**config.mk**
```make
export PLATFORM = sky130hd
export DESIGN_NAME = spt_queue
export DESIGN_NICKNAME = d
export VERILOG_FILES = /design/src/rtl/assert_macros.svh /design/src/rtl/spt_pkg.sv /design/src/rtl/spt_queue.sv
export SDC_FILE = /design/constraint.sdc
export NUM_CORES = 1
export LEC_CHECK = 0
export BUFFER_PORTS_ARGS = -buffer_cell sky130_fd_sc_hd__buf_2
export CORE_MARGIN = 2
export CORE_UTILIZATION = 51
export DETAILED_ROUTE_END_ITERATION = 10
export PLACE_DENSITY = 0.78
export SLEW_MARGIN = 20
export SYNTH_ARGS = -nofsm -noshare
export SYNTH_HDL_FRONTEND = slang
export SYNTH_SLANG_ARGS = --single-unit
```
**constraint.sdc**
```tcl
create_clock -name clk_i -period 5.5 [get_ports clk_i]
set_clock_uncertainty 0.1 [all_clocks]
set_input_delay 0.55 -clock clk_i [delete_from_list [all_inputs] [get_ports clk_i]]
set_output_delay 0.55 -clock clk_i [all_outputs]
set_load 0.02 [all_outputs]
```
**src/rtl/assert_macros.svh**
```systemverilog
// Assertion helpers shared by the RTL.
`ifndef ASSERT_MACROS_SVH
`define ASSERT_MACROS_SVH

// Plain property, checked on every rising clock edge outside reset.
`define SPT_ASSERT(lbl, clk, rstn, prop, msg) \
  lbl: assert property (@(posedge clk) disable iff (!rstn) (prop)) else $error(msg);

// Same-cycle implication.
`define SPT_ASSERT_IMP(lbl, clk, rstn, ante, cons, msg) \
  lbl: assert property (@(posedge clk) disable iff (!rstn) (ante) |-> (cons)) else $error(msg);

`endif

```
**src/rtl/spt_pkg.sv**
```systemverilog
package spt_pkg;

  // field widths
  localparam int unsigned PN_W     = 62;
  localparam int unsigned TIME_W   = 64;
  localparam int unsigned SIZE_W   = 16;
  localparam int unsigned SIDX_W   = 6;
  localparam int unsigned STATUS_W = 2;
  localparam int unsigned SLOT_W   = 7;
  localparam int unsigned COUNT_W  = 7;
  localparam int unsigned FLIGHT_W = 22;
  localparam int unsigned CMD_W    = 2;

  // input tdata layout
  localparam int unsigned PN_LSB    = 0;
  localparam int unsigned TIME_LSB  = PN_LSB + PN_W;
  localparam int unsigned ACK_BIT   = TIME_LSB + TIME_W;
  localparam int unsigned FLT_BIT   = ACK_BIT + 1;
  localparam int unsigned SIZE_LSB  = FLT_BIT + 1;
  localparam int unsigned SIDX_LSB  = SIZE_LSB + SIZE_W;
  localparam int unsigned IN_RAW_W  = SIDX_LSB + SIDX_W;
  localparam int unsigned IN_DATA_W = ((IN_RAW_W + 7) / 8) * 8;
  localparam int unsigned IN_USER_W = CMD_W;

  // output tdata layout
  localparam int unsigned OUT_RAW_W  = SLOT_W + COUNT_W + FLIGHT_W;
  localparam int unsigned OUT_DATA_W = ((OUT_RAW_W + 7) / 8) * 8;
  localparam int unsigned OUT_PAD_W  = OUT_DATA_W - OUT_RAW_W;
  localparam int unsigned OUT_USER_W = STATUS_W;

  // command codes on the bus
  localparam logic [CMD_W-1:0] CMD_RECORD  = 2'd0;
  localparam logic [CMD_W-1:0] CMD_RECLAIM = 2'd1;
  localparam logic [CMD_W-1:0] CMD_FIND    = 2'd2;

  // result status codes
  localparam logic [STATUS_W-1:0] ST_DONE      = 2'd0;
  localparam logic [STATUS_W-1:0] ST_FULL      = 2'd1;
  localparam logic [STATUS_W-1:0] ST_NOT_FOUND = 2'd2;
  localparam logic [STATUS_W-1:0] ST_REFUSED   = 2'd3;

  typedef enum logic [1:0] {
    OP_RECORD,
    OP_RECLAIM,
    OP_FIND,
    OP_NOP
  } op_e;

  // one decoded command as it sits in the queue
  typedef struct packed {
    op_e               op;
    logic [PN_W-1:0]   pn;
    logic              flt;
    logic [SIZE_W-1:0] size;
    logic [SIDX_W-1:0] sidx;
  } item_t;

  typedef struct packed {
    logic [STATUS_W-1:0] status;
    logic [SLOT_W-1:0]   slot;
    logic [COUNT_W-1:0]  count;
    logic [FLIGHT_W-1:0] flight;
  } result_t;

  // queue status seen by front and back
  typedef struct packed {
    logic full;
    logic valid;
  } qstat_t;

  localparam int unsigned QUEUE_DEPTH = 2;
  localparam int unsigned QPTR_W      = $clog2(QUEUE_DEPTH);

  // slots per group of the lowest-set search
  localparam int unsigned GROUP_LANES = 16;
  localparam int unsigned GLANE_W     = $clog2(GROUP_LANES);

endpackage

```
**src/rtl/spt_queue.sv**
```systemverilog
module spt_queue (
  input  logic            clk_i,
  input  logic            rst_ni,
  input  logic            push_i,
  input  spt_pkg::item_t  item_i,
  input  logic            pop_i,
  output spt_pkg::qstat_t qstat_o,
  output spt_pkg::item_t  item_o
);
  import spt_pkg::*;

  item_t             mem_q [QUEUE_DEPTH];
  logic [QPTR_W-1:0] wr_ptr_q, wr_ptr_d;
  logic [QPTR_W-1:0] rd_ptr_q, rd_ptr_d;
  logic [QPTR_W:0]   cnt_q, cnt_d;

  // depth is a power of two: pointers wrap by themselves
  always_comb begin
    wr_ptr_d = push_i ? wr_ptr_q + QPTR_W'(1) : wr_ptr_q;
    rd_ptr_d = pop_i  ? rd_ptr_q + QPTR_W'(1) : rd_ptr_q;
    cnt_d    = cnt_q + (QPTR_W+1)'(push_i) - (QPTR_W+1)'(pop_i);
  end

  always_ff @(posedge clk_i or negedge rst_ni) begin
    if (!rst_ni) begin
      wr_ptr_q <= '0;
      rd_ptr_q <= '0;
      cnt_q    <= '0;
    end else begin
      wr_ptr_q <= wr_ptr_d;
      rd_ptr_q <= rd_ptr_d;
      cnt_q    <= cnt_d;
    end
  end

  always_ff @(posedge clk_i) begin
    if (push_i) begin
      mem_q[wr_ptr_q] <= item_i;
    end
  end

  assign item_o        = mem_q[rd_ptr_q];
  assign qstat_o.valid = (cnt_q != '0);
  assign qstat_o.full  = (cnt_q == (QPTR_W+1)'(QUEUE_DEPTH));

endmodule

```
# After elaboration in Yosys (flattened, before gate mapping)
# Memory sizes are Yosys's and may differ from the RTL's.
# Cells that the tools add are included.
# totals
mem_count,1
reg_bits,4
ramBits,174
input_bits,91
# mem_list
memory,depth,word_bits,rd,rd_clocked_by_memory_dff,wr,line_no,rtl
mem_q,2,87,1,0,1,spt_queue.sv:12,item_t mem_q [QUEUE_DEPTH];
# op_classes
n_eq_ne,1
n_addsub,4
n_reduce_logical,1
mux,2
# op_table
op,n
$add A1 B1 Y1 const B,2
$add A2 B1 Y2,1
$eq A2 B2 Y1 const B,1
$mux W1,2
$reduce_bool A2 Y1,1
$sub A2 B1 Y2,1

# Logic depth before layout (Yosys ltp)
# Gate-level depths: netlist of run 1.
# logic_depth
word_depth,2
ltp_mapped,5

# Worst setup path after synthesis of run 1
# OpenSTA, ideal clock, no wires.
# synth_timing
path_type,in2reg
startpoint,in push_i
endpoint,mem mem_q[0][0] (netlist bit) (enable)
path_stages,1
n_path_buf,0
arrival_time_ns,4.347
path_slack_ns,0.510
setup_ns,0.544
cell_sequence,nor2b_1
# synth_via
elab_chain_cells,2
# synth_lines
element,line_no,rtl
"start, declared",spt_queue.sv:4,"input logic push_i,"
$mux W1,spt_queue.sv:37,if (push_i) begin
$mux W1 (implied by the code),spt_queue.sv:38,mem_q[wr_ptr_q] <= item_i;
"end, declared",spt_queue.sv:12,
# No other way between the ends.

==> results.ini, run 1 <==
[job]
timing.max_cap.violations = 0

[die]
die_w_um = 117
floorplan.initialDensity = 0.521
fp.dieH_um = 117
floorplan.core_area_mm2 = 0.0126
die_area_mm2 = 0.0138
top_level_ports = 180
core.rowCount = 41

[clocking]
ctsRootBufferMaster = clkbuf_16
cts_tree = yes
tritoncts_num_sinks = 178
cts_buffers = 17
post_cts.resized_instances = 0
insertion_delay_to_the_later_sink_of_the_worst_skew_pair_ps = 420
clk_path_buf_depth = 2
h-tree-depth = 4
clkSlewWorstSetupHoldPaths_ps = 60

[sta]
tightestPinTransition_ps = 1030
timing.final.max_slew_violations = 0
slew_headroom = 0.314
final_min_period_over_clock_period = 0.574
clock.fmax_mhz = 317
post-route-worst-setup-slack_ps = 2340
final-setup-viol-count = 0
grt_setup_unrepaired = no
post-route-min-period_ps = 3160
report.final.hold_viol_count = 0
fin_setup_tns_ps = 0

[power_and_ir_drop]
cell_internal_pwr_w = 0.00304
power_frac_comb = 0.303
powerDensity_mw_per_mm2 = 536
total_leakage_power_nw = 3.18
totalPowerFinal_w = 0.00440
power.share.sequential = 0.439
switching_share = 0.310
p_sw_w = 0.00136
worst_voltage_drop_across_the_vdd_grid_v = 0.000352
pwr-share-clk = 0.258

[yosys]
mean_post_synth_cell_area_um2 = 22.9
yosys_warnings = 0
synth.largest_area_cell = edfxtp_1
ys_types = 13
synth_top_area_frac = 0.797
synth.yosys.seq_area_share = 0.813
syn-instance-count = 286
synth.net_count = 379
synth_top_cells_by_area = edfxtp_1 (80%), mux2_2 (12%), mux2_4 (4.6%)
post_synth_instance_area_mm2 = 0.00655
ys_ff_latch = 178

[routing]
via_per_inst = 4.87
wire_per_inst_um = 16.3
firstDrtPassIters = 4
drt_first_iter_violations = 197
routed-via-count = 3234
detail_route.wirelength_um = 10800
drc = 0
drtAntennaViolNets = 0

[global_route]
gr-total-overflow = 0
grt_antenna_before_repair = 0
number_of_global_route_vias_before_repair = 3426
grt_first_pass_wirelength_um = 16900
grt_start_max_net_pins = 50
global_route_total_usage_across_every_layer = 0.163

[setup_path]
reg2reg_slack_ps = 3170
worst_ep_required_time_ps = 4850
r2r_cells = 2
setup.worst_path.end_class = output port
critical_path.cell_chain = buf_4 > mux2_2 > buf_2
crit_slowest_cell = dfrtp_4
critPathArrivalTime_ps = 2510
worst_path_largest_cell_delay_ps = 830
worst-setup-path-type = register to output port
startpoint_types = register
worstPathMaxFanout = 45

[layout]
finalNetCount = 572
area_growth_syn_to_layout_pct = 25.3
n_antenna_cell = 0
drive_gt1_frac = 0.618
final_util = 0.653
design_area_mm2 = 0.00821

[placed_design]
detailedPlace.worstSlack_ps = 2750
portBuffers = 179
detailedPlacementHpwl_um = 7390
globalplace.congestion = 0.728
dpl_cell_area_mm2 = 0.00763

[run_status]
run_status = completed

[hold_path]
hold_path_depth = 1
hp_class = input port to register

power by group through the flow:
| stage | Sequential, W | Combinational (W) | Clock (W) |
|---|---|---|---|
| floorplan | 0.00190 | 0.00104 | 0 |
| detailed placement | 0.00197 | 0.00135 | 0 |
| global route | 0.00196 | 0.00142 | 0.00122 |
| global placement | 0.00195 | 0.00133 | 0 |
| CTS | 0.00194 | 0.00136 | 0.00116 |
| finish | 0.00193 | 0.00134 | 0.00113 |
cell families after synthesis:
logic type / Yosys count / synth area share
XOR/XNOR: 3 / 0.00630
adder cells (fa/ha/maj): 2 / 0.00382
buffers and inverters: 12 / 0.0126
flip-flops: 178 / 0.813
multiplexers: 87 / 0.161
AND/OR/NAND/NOR: 4 / 0.00382
registers in the layout (all words and copies together), names as in the netlist:
name      flops
cnt_q         2
wr_ptr_q      1
rd_ptr_q      1
mem_q       174
synthesized netlist by cell type:
master	count
nor2b_1	2
mux2_4	20
inv_1	2
xor3_1	1
or2_2	1
mux2_2	67
buf_2	6
dfrtp_1	4
ha_1	2
xor2_1	2
buf_6	4
edfxtp_1	174
and2_1	1
placed cells by master (no fill, tap or decap):
cell | netlist | routed
buf_2 | 6 | 179
edfxtp_1 | 174 | 174
mux2_2 | 67 | 67
mux2_4 | 20 | 20
clkbuf_16 | 0 | 17
clkinv_2 | 0 | 5
buf_4 | 0 | 4
clkinv_4 | 0 | 3
dfrtp_1 | 4 | 3
inv_1 | 2 | 2
xor2_1 | 2 | 2
ha_1 | 2 | 2
clkinvlp_4 | 0 | 2
bufinv_16 | 0 | 2
clkinv_1 | 0 | 2
nor2b_4 | 0 | 1
nor2b_1 | 2 | 1
xor3_1 | 1 | 1
or2_2 | 1 | 1
and2_4 | 0 | 1
inv_6 | 0 | 1
dlygate4sd3_1 | 0 | 1
dfrtp_4 | 0 | 1
worst max-delay path, delay by kind of cell (launching register included):
family	cells	cell delay [ps]
buffers and inverters	2	830
multiplexers	1	410
flip-flops	1	830
final timing paths:
| path | startpoint | end |
|---|---|---|
| max | rd_ptr_q | item_o[8] |
| min | item_i[78] | mem_q[1][78] |
| max reg2reg | wr_ptr_q | mem_q[0][29] |
| min reg2reg | wr_ptr_q | wr_ptr_q |
| max in group asynchronous | rst_ni | rd_ptr_q |
| min in group asynchronous | rst_ni | cnt_q[0] |
stage by stage:
| stage | hold slack, ps | std cells |
|---|---|---|
| 2_1_floorplan | 154 | 286 |
| 3_3_place_gp | 257 | 631 |
| 3_5_place_dp | 257 | 631 |
| 4_1_cts | 187 | 664 |
| 5_1_grt | 192 | 664 |
| 6_report | 207 | 664 |
cell type report:
class / count / area [um^2]
flip-flops and latches: 178 / 5330
fillers: 862 / 4360
multi-input cells: 96 / 1160
repair buffers: 184 / 936
clock buffers: 17 / 425
well taps: 172 / 215
clock inverters: 15 / 143
inverters: 2 / 7.51
per-layer routing:
metal,routed length [um],vias to the layer above,GRT usage
li1,-,1525,-
met1,4330,1561,0.187
met2,5370,132,0.262
met3,907,16,0.0686
met4,231,0,0.0813
met5,0,-,0
repair_timing:
item                      4_1_cts  5_1_grt
hold endpoints to repair        4        0
setup buffers                   0        0
hold buffers                    1        0
(Power assumes the default switching activity.)
==> inputs of run 2 (changes only) <==
Settings changed: ABC_AREA set to 1, CORE_UTILIZATION 51 to 47, PLACE_DENSITY 0.78 to 0.76.
Clock period 5.5 ns to 2.6 ns, I/O delays scaled along.
==> run 2 against run 1 <==
  * Count of clock-buffer cells in the layout is 2 higher
  * Sequential power grew 110%
  * Area after synthesis is 1.3% higher
  * Wire length increased by 21%
  * Clock power rose by 120%
  * Largest power group unchanged
  * Core utilization increased by 1.3 points
  * Hold slack lost 120 ps
  * Largest cell class unchanged
  * Die area is 9.6% higher
  * Critical path type unchanged
  * Via count is 35% higher
==> results.ini, run 2 <==
[run_status]
run_status = completed

[sta]
grt_setup_unrepaired = no
clock.fmax_mhz = 487
fin_setup_tns_ps = 0
post-route-worst-setup-slack_ps = 545
tightestPinTransition_ps = 614
post-route-min-period_ps = 2050
final_min_period_over_clock_period = 0.790
timing.final.max_slew_violations = 0
final-setup-viol-count = 0
report.final.hold_viol_count = 0
slew_headroom = 0.590

[yosys]
ys_types = 13
synth_top_cells_by_count = edfxtp_1 (174), inv_1 (94), nand2_1 (94)
yosys_most_used_dff = edfxtp_1
yosys_warnings = 0
postSynth.asyncResetShare = 0.0225
synth.yosys.seq_area_share = 0.802
synth.largest_area_cell = edfxtp_1
ys_ff_latch = 178
post_synth_instance_area_mm2 = 0.00664
synthMostInstantiatedCell = edfxtp_1
syn-instance-count = 479
count_of_flip_flops_with_a_built_in_enable_after_synthesis = 174
synth.net_count = 572
synth_top_area_frac = 0.787
mean_post_synth_cell_area_um2 = 13.9
synth_top_cells_by_area = edfxtp_1 (79%), o21ai_0 (6.2%), inv_1 (5.3%)

[placed_design]
globalplace.congestion = 0.769
portBuffers = 179
detailedPlace.worstSlack_ps = 974
place.detailed.instances = 825
dpl_cell_area_mm2 = 0.00773
detailedPlacementHpwl_um = 7830

[setup_path]
startpoint_types = register
reg2reg_slack_ps = 1010
critical_path.cell_chain = buf_12 > o21ai_0 > buf_2
worst-setup-path-type = register to output port
critPathArrivalTime_ps = 1690
kind_of_cell_adding_the_most_delay_to_the_critical_path = flip-flops
worst_r2r_startpoint = wr_ptr_q
crit_slowest_cell = dfrtp_4
worstPathMaxFanout = 91
worstSetupPathDepth = 3
path_buf_inv = 2
r2r_cells = 3
setup.worst_path.end_class = output port
worst_ep_required_time_ps = 2240
worst_path_largest_cell_delay_ps = 500
critical_path.startpoint = rd_ptr_q

[job]
timing.max_cap.violations = 0

[die]
floorplan.initialDensity = 0.480
floorplan.core_area_mm2 = 0.0138
die_area_mm2 = 0.0151
die_w_um = 123
core.rowCount = 43
top_level_ports = 180
fp.dieH_um = 123

[clocking]
post-cts-setup-buffers = 0
postCtsHoldBufs = 90
post_cts.resized_instances = 0
clkSlewWorstSetupHoldPaths_ps = 60
ctsRootBufferMaster = clkbuf_16
cts_buffers = 17
tritoncts_num_sinks = 178
cts_tree = yes
clk_path_buf_depth = 2
h-tree-depth = 4
insertion_delay_to_the_later_sink_of_the_worst_skew_pair_ps = 410

[routing]
drc = 0
firstDrtPassIters = 5
drtAntennaViolNets = 0
wire_per_inst_um = 13.8
detail_route.wirelength_um = 13100
routed-via-count = 4354
drt_first_iter_violations = 289
via_per_inst = 4.60

[global_route]
grt_antenna_before_repair = 0
grt_start_max_net_pins = 92
gr-total-overflow = 0
global_route_total_usage_across_every_layer = 0.181
number_of_global_route_vias_before_repair = 4493
grt_first_pass_wirelength_um = 20400

[layout]
final-instance-count-excl-fill = 947
layout.cells.most_common = buf_2
area_growth_syn_to_layout_pct = 38.7
drive_gt1_frac = 0.284
multi_input_comb_area_um2 = 851
n_antenna_cell = 0
area.sequential_mm2 = 0.00533
final_cell_mix = buf_2 (179), edfxtp_1 (174), nand2_1 (94), inv_1 (93), dlygate4sd3_1 (90)
design_area_mm2 = 0.00921
number_of_flip_flops_under_the_largest_register_name = 174
final.fill_count = 948
largest_register = mem_q
finalNetCount = 847
leading_registers_by_flop_count = mem_q: 174 flops, cnt_q: 2 flops

[power_and_ir_drop]
total_leakage_power_nw = 3.94
totalPowerFinal_w = 0.00965
worst_voltage_drop_across_the_vdd_grid_v = 0.000687
powerDensity_mw_per_mm2 = 1050

[hold_path]
hp_class = input port to async pin

[run 2: cell count changes after synthesis, sizes merged]
cell / previous run / this run
clkbuf: 0 / 2
nor2b: 2 / 0
nand3: 0 / 1
and2: 1 / 0
buf: 10 / 17
o21ai: 0 / 87
or2: 1 / 0
nand2: 0 / 94
mux2: 87 / 0
nor2: 0 / 2
xor3: 1 / 0
inv: 2 / 94
[run 2: final cells by class]
| cell class | instances | share of cell area |
|---|---|---|
| multi-input cells | 188 | 0.0924 |
| clock inverters | 13 | 0.0163 |
| repair buffers | 275 | 0.203 |
| flip-flops and latches | 178 | 0.579 |
| well taps | 180 | 0.0244 |
| inverters | 94 | 0.0387 |
| clock buffers | 19 | 0.0470 |
[run 2: power by group]
part | internal (W) | switching, W | total, W
sequential | 0.00382 | 0.000143 | 0.00396
combinational | 0.000970 | 0.00225 | 0.00322
clock | 0.00143 | 0.00104 | 0.00248
total | 0.00622 | 0.00344 | 0.00965
[run 2: metrics by stage]
step / utilization / hold WS, ps
2_1_floorplan: - / -136
3_3_place_gp: 0.559 / -33.4
5_1_grt: 0.666 / 80.3
6_report: 0.666 / 83.8
4_1_cts: 0.666 / 53.1
3_5_place_dp: 0.559 / -30.3
[run 2: path summary, 6_finish.rpt]
kind / end
setup / recovery: item_o[15]
hold / removal: cnt_q[1]
setup reg to reg: mem_q[1][26]
hold reg to reg: wr_ptr_q
max in group asynchronous: rd_ptr_q
min in group clk_i: wr_ptr_q
[run 2: kinds of logic after synthesis]
logic type / synth area share
flops: 0.802
fa+ha+maj: 0.00377
compound gates: 0.0656
simple gates: 0.0550
buf+inv: 0.0712
xor+xnor: 0.00264
[run 2: layer usage]
metal	part of all wire	track usage
met1	0.38	0.193
met2	0.54	0.328
met3	0.062	0.0530
met4	0.022	0.0826
met5	0	0
==> inputs of run 3 (changes only) <==
Clock period 2.6 ns to 1.85 ns, I/O delays scaled along.
==> run 3 against run 2 <==
  * The run now ends with negative setup slack left
  * Combinational power rose by 130%
  * Setup slack got worse by 660 ps
  * Flip-flop and latch count did not move
  * Critical endpoint is now item_o[53]
==> results.ini, run 3 (same netlist as run 2, synthesis figures left out) <==
[sta]
timing.final.max_slew_violations = 0
fin_setup_tns_ps = -2280
final_min_period_over_clock_period = 1.06
post-route-min-period_ps = 1960
grt_setup_unrepaired = yes
clock.fmax_mhz = 509
report.final.hold_viol_count = 0
post-route-worst-setup-slack_ps = -114
tightestPinTransition_ps = 444
final-setup-viol-count = 57
slew_headroom = 0.704

[die]
floorplan.core_area_mm2 = 0.0138
floorplan.initialDensity = 0.480
die_area_mm2 = 0.0151
die_w_um = 123
top_level_ports = 180
core.rowCount = 43
fp.dieH_um = 123

[routing]
firstDrtPassIters = 5
met2_length_um = 9630
drt_first_iter_violations = 381
detail_route.wirelength_um = 17800
drc = 0
dr_wl_met3_um = 1130
via_per_inst = 4.97
routed.top_layer = met4
routed-via-count = 4794
drtAntennaViolNets = 0
wire_per_inst_um = 18.4
wl_met1_um = 6510

[setup_path]
worst-setup-path-type = register to output port
setup.worst_path.end_class = output port
r2r_cells = 3
rr_endpoint = mem_q[1][46]
critPathArrivalTime_ps = 1680
worst_r2r_startpoint = wr_ptr_q
worst_ep_required_time_ps = 1560
worstPathMaxFanout = 23
startpoint_types = register
reg2reg_slack_ps = 340

[placed_design]
detailedPlacementHpwl_um = 8040
globalplace.congestion = 0.722
dpl_cell_area_mm2 = 0.00777
portBuffers = 179
place.detailed.instances = 825

[global_route]
gr-total-overflow = 0
grt_start_max_net_pins = 93
global_route_total_usage_across_every_layer = 0.184
grt_antenna_before_repair = 0
grt_first_pass_wirelength_um = 20700
number_of_global_route_vias_before_repair = 4464

[clocking]
clkSlewWorstSetupHoldPaths_ps = 70
cts_buffers = 17
ctsRootBufferMaster = clkbuf_16
cts_tree = yes
h-tree-depth = 4
clk_path_buf_depth = 2
tritoncts_num_sinks = 178
insertion_delay_to_the_later_sink_of_the_worst_skew_pair_ps = 410

[layout]
design_area_mm2 = 0.0103
layout.cells.most_common = edfxtp_1
number_of_flip_flops_under_the_largest_register_name = 174
area_growth_syn_to_layout_pct = 55.4
final-instance-count-excl-fill = 965
final_util = 0.746
n_antenna_cell = 0
leading_registers_by_flop_count = mem_q: 174 flops, cnt_q: 2 flops
final_cell_mix = edfxtp_1 (174), buf_2 (106), inv_1 (93), dlygate4sd3_1 (91), nand2_1 (67)
largest_register = mem_q
finalNetCount = 866
drive_gt1_frac = 0.391

[job]
timing.max_cap.violations = 0

[power_and_ir_drop]
total_leakage_power_nw = 4.34
totalPowerFinal_w = 0.0166
worst_voltage_drop_across_the_vdd_grid_v = 0.000997
powerDensity_mw_per_mm2 = 1610

[hold_path]
hold_path_start = item_i[33]
min_delay_worst_endpoint = mem_q[1][33]
hold_path_depth = 2
hp_class = input port to register

[run_status]
failed_checks = negative setup slack
run_status = complete, but fails checks

-- run 3: changes by cell type in the layout (fill, tap and decap cells not counted), moves of 27 or more --
cell and change:
buf_2 -73, buf_4 +29, buf_6 +47, nand2_1 -27, o21ai_0 -77, o21ai_1 +30, o21ai_2 +31
-- run 3: critical path, stage by stage (launching register included) --
cell     delay (ps)
dfrtp_4         540
buf_12          170
buf_8           160
o21ai_0         190
buf_2           190
-- run 3: final cells by class --
cell class | instances | area (um^2)
Fill cell | 801 | 3510
Inverter | 94 | 357
Multi-Input combinational cell | 188 | 1240
Timing Repair Buffer | 294 | 2590
Clock inverter | 13 | 144
Sequential cell | 178 | 5330
Tap cell | 180 | 225
Clock buffer | 18 | 429
-- run 3: per-layer routing --
layer / track usage / vias to the layer above
li1: - / 2215
met5: 0 / -
met4: 0.0761 / 0
met2: 0.341 / 212
met1: 0.197 / 2328
met3: 0.0497 / 39
-- run 3: worst max-delay path by stage --
stage / end / cells past startpoint / start
after floorplan: mem_q[1][0] / 2 / wr_ptr_q
after global placement: item_o[37] / 3 / rd_ptr_q
after detailed placement: item_o[37] / 3 / rd_ptr_q
after CTS: item_o[36] / 4 / rd_ptr_q
after global routing: item_o[53] / 4 / rd_ptr_q
final: item_o[53] / 4 / rd_ptr_q
-- run 3: what timing repair did --
action                                 4_1_cts  5_1_grt
resized for setup                           53      244
buffers inserted                             0        4
setup endpoints to repair                   55       86
cloned                                       0       14
hold buffers                                91        0
pin swaps                                    0       13
endpoints found under the hold margin      181        0
-- run 3: metrics by stage --
| step | setup slack, ps | hold WS [ps] |
|---|---|---|
| 2_1_floorplan | -404 | -211 |
| 3_3_place_gp | 316 | -103 |
| 3_5_place_dp | 280 | -104 |
| 4_1_cts | -73.0 | 364 |
| 5_1_grt | -158 | 385 |
| 6_report | -114 | 386 |
-- run 3: power breakdown --
group,internal [W],switching (W)
Clock,0.00209,0.00142
Sequential,0.00536,0.000274
Combinational,0.00315,0.00434
Total,0.0106,0.00602
